**config.mk**
```make
export PLATFORM = sky130hd
export DESIGN_NAME = sgm_ctrl
export DESIGN_NICKNAME = d
export VERILOG_FILES = /design/src/hdl/sgm_pkg.sv /design/src/hdl/sgm_ctrl.sv
export SDC_FILE = /design/constraint.sdc
export NUM_CORES = 1
export LEC_CHECK = 0
export ABC_AREA = 1
export ABC_CLOCK_PERIOD_IN_PS = 1350
export BUFFER_PORTS_ARGS = -buffer_cell sky130_fd_sc_hd__buf_2
export CORE_MARGIN = 3
export CORE_UTILIZATION = 48
export DETAILED_ROUTE_END_ITERATION = 16
export PLACE_DENSITY_LB_ADDON = 0.05
export SLEW_MARGIN = 5
export SYNTH_ARGS = -nofsm -noshare
export SYNTH_HDL_FRONTEND = slang
export SYNTH_SLANG_ARGS = --single-unit
```
**constraint.sdc**
```tcl
create_clock -name clk_i -period 1.35 [get_ports clk_i]
set_input_delay 0.2025 -clock clk_i [delete_from_list [all_inputs] [get_ports clk_i]]
set_output_delay 0.2025 -clock clk_i [all_outputs]
set_load 0.02 [all_outputs]
```
**src/hdl/sgm_pkg.sv**
```systemverilog
`default_nettype none

package sgm_pkg;

  localparam int unsigned SAMPLE_W = 16;
  localparam int unsigned COEF_W   = 19;
  localparam int unsigned MAG_W    = 22;
  localparam int unsigned ACC_W    = 46;
  localparam int unsigned TAP_W    = 52;
  localparam int unsigned RAD_W    = 62;
  localparam int unsigned ROOT_W   = 31;

  localparam logic signed [TAP_W-1:0] ACC_LIM = TAP_W'(64'sd35184372088831);
  localparam logic [MAG_W-1:0]        MAG_MAX = {MAG_W{1'b1}};

  typedef struct packed {
    logic clear_wr;
    logic accept;
    logic tap_mul;
    logic tap_acc;
    logic mag1;
    logic mag2;
    logic mag3;
    logic load_out;
  } cmd_t;

  typedef struct packed {
    logic root_done;
  } sts_t;

endpackage

`default_nettype wire

```
**src/hdl/sgm_ctrl.sv**
```systemverilog
`default_nettype none

module sgm_ctrl #(
  parameter int unsigned TAPS = 64
) (
  input  wire logic          clk_i,
  input  wire logic          rst_ni,
  input  wire logic          in_valid_i,
  output logic               in_ready_o,
  output logic               out_valid_o,
  input  wire logic          out_ready_i,
  output sgm_pkg::cmd_t      cmd_o,
  input  wire sgm_pkg::sts_t sts_i
);

  localparam int unsigned AW = $clog2(TAPS);

  typedef enum logic [8:0] {
    S_CLEAR = 9'b000000001,
    S_IDLE  = 9'b000000010,
    S_MUL   = 9'b000000100,
    S_ACC   = 9'b000001000,
    S_MAG1  = 9'b000010000,
    S_MAG2  = 9'b000100000,
    S_MAG3  = 9'b001000000,
    S_ROOT  = 9'b010000000,
    S_DONE  = 9'b100000000
  } state_e;

  state_e        state_q, state_d;
  logic [AW-1:0] cnt_q, cnt_d;
  logic          oval_q, oval_d;
  logic          last;

  assign last = cnt_q == AW'(TAPS - 1);

  always_comb begin
    state_d = state_q;
    cnt_d   = cnt_q;
    oval_d  = oval_q && !out_ready_i;
    cmd_o   = '0;
    unique case (state_q)
      S_CLEAR: begin
        cmd_o.clear_wr = 1'b1;
        cnt_d = last ? '0 : cnt_q + 1'b1;
        if (last) begin
          state_d = S_IDLE;
        end
      end
      S_IDLE: begin
        if (in_valid_i) begin
          cmd_o.accept = 1'b1;
          state_d = S_MUL;
        end
      end
      S_MUL: begin
        cmd_o.tap_mul = 1'b1;
        state_d = S_ACC;
      end
      S_ACC: begin
        cmd_o.tap_acc = 1'b1;
        cnt_d = last ? '0 : cnt_q + 1'b1;
        state_d = last ? S_MAG1 : S_MUL;
      end
      S_MAG1: begin
        cmd_o.mag1 = 1'b1;
        state_d = S_MAG2;
      end
      S_MAG2: begin
        cmd_o.mag2 = 1'b1;
        state_d = S_MAG3;
      end
      S_MAG3: begin
        cmd_o.mag3 = 1'b1;
        state_d = S_ROOT;
      end
      S_ROOT: begin
        if (sts_i.root_done) begin
          state_d = S_DONE;
        end
      end
      S_DONE: begin
        if (!oval_q || out_ready_i) begin
          cmd_o.load_out = 1'b1;
          oval_d = 1'b1;
          state_d = S_IDLE;
        end
      end
      default: begin
        state_d = S_CLEAR;
        cnt_d = '0;
      end
    endcase
  end

  always_ff @(posedge clk_i or negedge rst_ni) begin
    if (!rst_ni) begin
      state_q <= S_CLEAR;
      cnt_q   <= '0;
      oval_q  <= 1'b0;
    end else begin
      state_q <= state_d;
      cnt_q   <= cnt_d;
      oval_q  <= oval_d;
    end
  end

  assign in_ready_o  = state_q == S_IDLE;
  assign out_valid_o = oval_q;

endmodule

`default_nettype wire

```
==> impl_results.md, run 1 <==
* Die span in x at 54.5 µm
* DR vias at 1180
* Dominant synthesized flop cell: dfrtp_1
* Yosys warns at 0
* Layout cell share with drive strength beyond 1 at 0.629
* Fin crit period at 1.71 ns
* HPWL after DPL at 1910 µm
* Vias/cell at 5.15
* Slew @ Worst Pin at 0.404 ns
* Htree depth at 1
* Critical path class: flip-flop to primary output
* Worst setup SP type: flip-flop
* Max Cap Violations at 0
* Starting DRT DRC Count at 41
* Worst Setup End Kind: primary output
* DRC viols at 0
* Post-route antenna net violation count at 0
* Placement Setup Slack at -0.108 ns
* Clk_skew at 0.00392 ns
* All-layer global routing usage at 0.224
* Clock sink total at 16
* Largest net degree at the start of global routing at 17
* Overall power at 0.777 mW
* Final period utilization at 1.26
* Nets at 209
* Final core utilization at 0.880
* Largest fanout on the critical path at 6
* Critical Path RT at 1.15 ns
* Area grow syn2layout at 62.1%
* Power density over cell area at 424 mW/mm²
* Max Root-Sink Buffers at 2
* Post-synth EDFFs at 0
* GP Congestion at 0.821
* Cell variety after synth at 22
* Clk_lat worst skew at 0.29 ns
* Gr busiest metal: met2
* Critical Path Start: state_q[4]
* Min-delay src: out_ready_i
* Static leakage at 1.03 nW
* Post-synth ARST share at 1.00
* Fmax achieved at 586 MHz
* Die area at 0.00297 mm²
* Clock transition at path regs at 0.10 ns
* Met3 Use GR at 0.0354
* Initial antenna violation count at 0
* Syn nets at 152
* Setup ws final at -0.357 ns
* CP arrival at 1.50 ns
* CTS tree: built
* RSZ-0062 raised after global routing: true
* Area post-placement at 0.00141 mm²
* Initial DRT Pass Iterations at 4
* Hold Path Class: primary input to flip-flop
* # diodes at 0
* I/O Buffers at 14
* Vias in the first global route at 1108
* CTS buffer count at 3
* Fin area at 0.00183 mm²
* Global routing usage on met1 at 0.263
* Max-slew violations at 0
* Core ar. at 0.00208 mm²
* IO Count at 15
* GR Overflow Total at 0
* Cells after Synth at 146
* Synth Register Bits at 16
* Slew HR at 0.730
* Die Ht at 54.5 µm
* Synthesized area at 0.00113 mm²
* RR Startpoint: state_q[4]
* Initial Utilization at 0.543
* Routed WL at 3740 µm
* Met2 Track Usage GR at 0.418
* Num rows at 16
* Fin. Hold Viols at 0
* Global-route wire length before repair at 4740 µm
* Cell at the root of the clock tree: clkbuf_4
* Worst vdd ir at 0.537 mV
* Seq/Total Area, Yosys at 0.355
* Drt wl/cell at 16.3 µm
* Final setup violating endpoints at 22
* Status: finished with violations
* Failing checks: setup timing
* Syn Area/Cell at 7.74 µm²
-- layout by cell type (no fill, tap or decap), types with 2 or more instances in the layout --
cell,Yosys,final
nand2_4,5,10
nor2_1,17,8
inv_2,10,17
buf_2,0,5
inv_4,0,4
nand4_1,3,3
nor2_2,9,6
buf_6,0,15
buf_4,0,30
inv_1,24,13
nor2_8,2,2
o21ai_1,4,5
clkbuf_4,0,3
nand3_1,6,6
nor2_4,3,15
nand2_1,25,21
dfrtp_1,15,13
dfrtp_2,0,2
nand2_2,5,4
nand3_4,1,7
o21ai_0,4,3
-- power by group --
part	switching, mW	internal, mW
sequential	0.0000000000000000566	0.479
clock	0.162	0.115
combinational	0.0146	0.00645
-- flip-flops by register name, summed over array words and instances, names as in the netlist --
| signal | cells |
|---|---|
| cnt_q | 6 |
| out_valid_o | 1 |
| state_q | 9 |
-- cells by family after synthesis --
logic type      synth area share
compound gates            0.0354
simple gates               0.477
fa+ha+maj                 0.0111
buf+inv                    0.113
flops                      0.355
xor+xnor                 0.00775
-- routing by layer --
metal  part of all wire  vias up  wire length, µm
li1                   -      555                -
met1               0.40      570             1490
met2               0.53       45             1990
met3              0.040       10              149
met4              0.029        0              109
met5                  0        -                0
-- cells in the mapped netlist, types with 4 or more instances --
cell type,number,area (µm²)
nand2_1,25,93.8
inv_1,24,90.1
nor2_1,17,63.8
dfrtp_1,15,375
inv_2,10,37.5
nor2_2,9,56.3
nand3_2,7,70.1
nand3_1,6,30.0
nand2_2,5,31.3
nand2_4,5,56.3
o21ai_0,4,20.0
o21ai_1,4,20.0
-- path summary, 6_finish.rpt --
path | cells past startpoint | slack, ns | end
setup / recovery | 7 | -0.36 | cmd_o[5]
hold / removal | 2 | 0.10 | out_valid_o
setup reg to reg | 12 | -0.35 | cnt_q[4]
hold reg to reg | 2 | 0.57 | cnt_q[5]
max in group asynchronous | 2 | 0.66 | state_q[0]
min in group asynchronous | 2 | 0.36 | state_q[6]
-- per-stage QoR --
stage	cells	TNS [ns]	hold slack (ns)
floorplan	146	-0.0502	-0.0931
global placement	207	-0.425	0.135
detailed placement	207	-0.705	0.145
CTS	221	-3.58	0.118
global route	229	-7.28	0.137
finish	229	-5.98	0.105
-- cell type report --
cell class	instances	area [µm²]
Sequential cell	16	404
Tap cell	27	33.8
Fill cell	87	250
Multi-Input combinational cell	96	781
Inverter	34	138
Clock buffer	4	26.3
Timing Repair Buffer	52	449
-- worst max-delay path, stage by stage (launching register included) --
cell	delay, ns
dfrtp_1	0.46
inv_2	0.12
nand2_4	0.07
nor2_8	0.19
buf_6	0.13
nand3_4	0.07
inv_2	0.07
buf_6	0.11
-- what timing repair did --
item,in CTS,in global routing
endpoints found under the hold margin,15,0
hold buffers,1,0
setup endpoints to repair,19,22
resized for setup,51,23
pin swaps,13,12
buffers inserted,9,8
Power figures use the tool's default switching activity.
==> run 2: changes to the inputs <==
--- a/config.mk
+++ b/config.mk
@@ -11,7 +11,9 @@
 export CORE_MARGIN = 3
 export CORE_UTILIZATION = 48
 export DETAILED_ROUTE_END_ITERATION = 16
+export HOLD_SLACK_MARGIN = 0.15
 export PLACE_DENSITY_LB_ADDON = 0.05
+export RECOVER_POWER = 100
 export SLEW_MARGIN = 5
 export SYNTH_ARGS = -nofsm -noshare
 export SYNTH_HDL_FRONTEND = slang
==> run 2 against run 1 <==
The run still ends with setup timing left. Register-to-register slack worse by 0.04 ns. Utilization up 0.72 points. Final cell count increased by 0.87%. First-iteration DRC count up 17%. Combinational power is 7% higher. Maximum frequency is 2.1% lower. Total power is 0.77% lower. Sequential share of layout area is 0.18 points lower. Worst hold slack better by 0.22 ns. Largest power group unchanged.
==> impl_results.md, run 2 (same netlist as run 1, synthesis figures left out) <==
* Failing checks: setup timing
* Critical path class: flip-flop to flip-flop
* Worst Setup End Kind: flip-flop
* # diodes at 0 (unchanged)
* Max Cap Violations at 0 (unchanged)
* DRC viols at 0 (unchanged)
* Setup ws final at -0.394 ns (-0.0366 ns)
* Largest fanout on the critical path at 6 (unchanged)
* RR Startpoint: state_q[4]
* Final period utilization at 1.29 (+0.0271)
* Layout cell share with drive strength beyond 1 at 0.613 (-0.0160)
* Worst Hold Slack at 0.322 ns (+0.217 ns)
* Final setup violating endpoints at 22 (unchanged)
* Clock transition at path regs at 0.10 ns (about the same)
* Hold Path Class: primary input to flip-flop
* Initial antenna violation count at 0 (unchanged)
* Critical Path RT at 1.57 ns (+0.42 ns)
* Vias/cell at 5.20 (+0.90%)
* Most flop-heavy register: state_q
* Nets at 211 (+0.96%)
* Clk_skew at 0.00169 ns (-0.00223 ns)
* Area grow syn2layout at 63.5%
* Initial Utilization at 0.543 (unchanged)
* Largest net degree at the start of global routing at 17 (unchanged)
* GP Congestion at 0.821 (unchanged)
* Fin crit period at 1.74 ns (+0.0366 ns)
* I/O Buffers at 14 (unchanged)
* CTS tree: built
* Max Root-Sink Buffers at 2 (unchanged)
* Power density over cell area at 418 mW/mm² (-1.6%)
* Max-slew violations at 0 (unchanged)
* Fin area at 0.00185 mm² (+0.82%)
* All-layer global routing usage at 0.224 (unchanged)
* Fmax achieved at 574 MHz (-2.1%)
* Overall power at 0.771 mW (-0.77%)
* Clk_lat worst skew at 0.29 ns (about the same)
* Clock sink total at 16 (unchanged)
* Starting DRT DRC Count at 48 (+17%)
* Final setup TNS at -6.02 ns (-0.0398 ns)
* Static leakage at 1.03 nW (+0.20%)
* Post-route antenna net violation count at 0 (unchanged)
* HPWL after DPL at 1910 µm (unchanged)
* Die area at 0.00297 mm² (unchanged)
* Critical Path Start: state_q[4]
* Die Ht at 54.5 µm (unchanged)
* Cell at the root of the clock tree: clkbuf_4
* Fin. Hold Viols at 0 (unchanged)
* Routed WL at 3820 µm (+2.4%)
* Max FFs per register at 9 (unchanged)
* Area post-placement at 0.00141 mm² (unchanged)
* Num rows at 16 (unchanged)
* Worst setup SP type: flip-flop
* DR vias at 1201 (+1.8%)
* Min-delay src: sts_i
* Slew HR at 0.389 (-0.341)
* Htree depth at 1 (unchanged)
* Core ar. at 0.00208 mm² (unchanged)
* Status: finished with violations
* Initial DRT Pass Iterations at 4 (unchanged)
* Vias in the first global route at 1136 (+2.5%)
* IO Count at 15 (unchanged)
* Global-route wire length before repair at 4750 µm (+0.15%)
* Most frequent cells in the layout: 31 x buf_4, 21 x nand2_1, 16 x inv_2
* Die span in x at 54.5 µm (unchanged)
* CTS buffer count at 3 (unchanged)
* CP arrival at 1.96 ns (+0.46 ns)
* Worst vdd ir at 0.436 mV (-19%)
* RSZ-0062 raised after global routing: true
* GR Overflow Total at 0 (unchanged)
* Slew @ Worst Pin at 0.916 ns (+0.512 ns)
* Commonest non-fill, non-tap cell in the layout: buf_4
* Fillers at 98 (+13%)
* Final core utilization at 0.887 (+0.00721)
* Drt wl/cell at 16.5 µm (+1.5%)
## run 2: worst paths after layout
check,endpoint,slack (ns),cells after the start
setup / recovery,state_q[8],-0.39,11
max in group asynchronous,state_q[8],0.15,2
min in group asynchronous,state_q[3],0.59,2
setup reg to reg,state_q[8],-0.39,11
hold reg to reg,cnt_q[2],0.57,2
hold / removal,state_q[7],0.32,5
## run 2: through the flow
step,worst slack (ns),std cells
after floorplan,-0.0239,146
after detailed placement,-0.108,207
final,-0.394,231
after CTS,-0.280,222
after global routing,-0.447,231
after global placement,-0.0842,207
## run 2: layout make-up
type / count / area, µm² / share of cell area
tap: 27 / 33.8 / 0.0183
multi-input combinational: 96 / 781 / 0.423
sequential: 16 / 404 / 0.219
timing repair buffer: 54 / 464 / 0.251
inverter: 34 / 138 / 0.0745
clock buffer: 4 / 26.3 / 0.0142
## run 2: repair_timing
| action | 4_1_cts | 5_1_grt |
|---|---|---|
| pin swaps | 13 | 12 |
| endpoints found under the setup margin | 19 | 22 |
| endpoints found under the hold margin | 17 | 0 |
| hold buffers | 2 | 0 |
| gates resized for setup | 51 | 23 |
| buffers inserted | 9 | 9 |
## run 2: worst max-delay path, stage by stage (launching register included)
cell and delay [ns]:
dfrtp_1 0.45, inv_2 0.12, nand2_4 0.07, nor2_8 0.19, buf_6 0.13, nand3_4 0.07
buf_4 0.16, nand2_4 0.10, nor2_8 0.06, nand3b_4 0.10, nand3_1 0.11, nand2_1 0.10
## run 2: report_power, final
group | internal [mW] | switching, mW | total, mW
Combinational | 0.00791 | 0.0146 | 0.0225
Clock | 0.115 | 0.155 | 0.270
Sequential | 0.479 | 0.0000000000000000591 | 0.479
Total | 0.602 | 0.170 | 0.771
## run 2: metal layers
layer,share of wire,GRT usage
met3,0.042,0.0409
met1,0.40,0.259
met2,0.53,0.412
met5,0,0
met4,0.025,0.0664
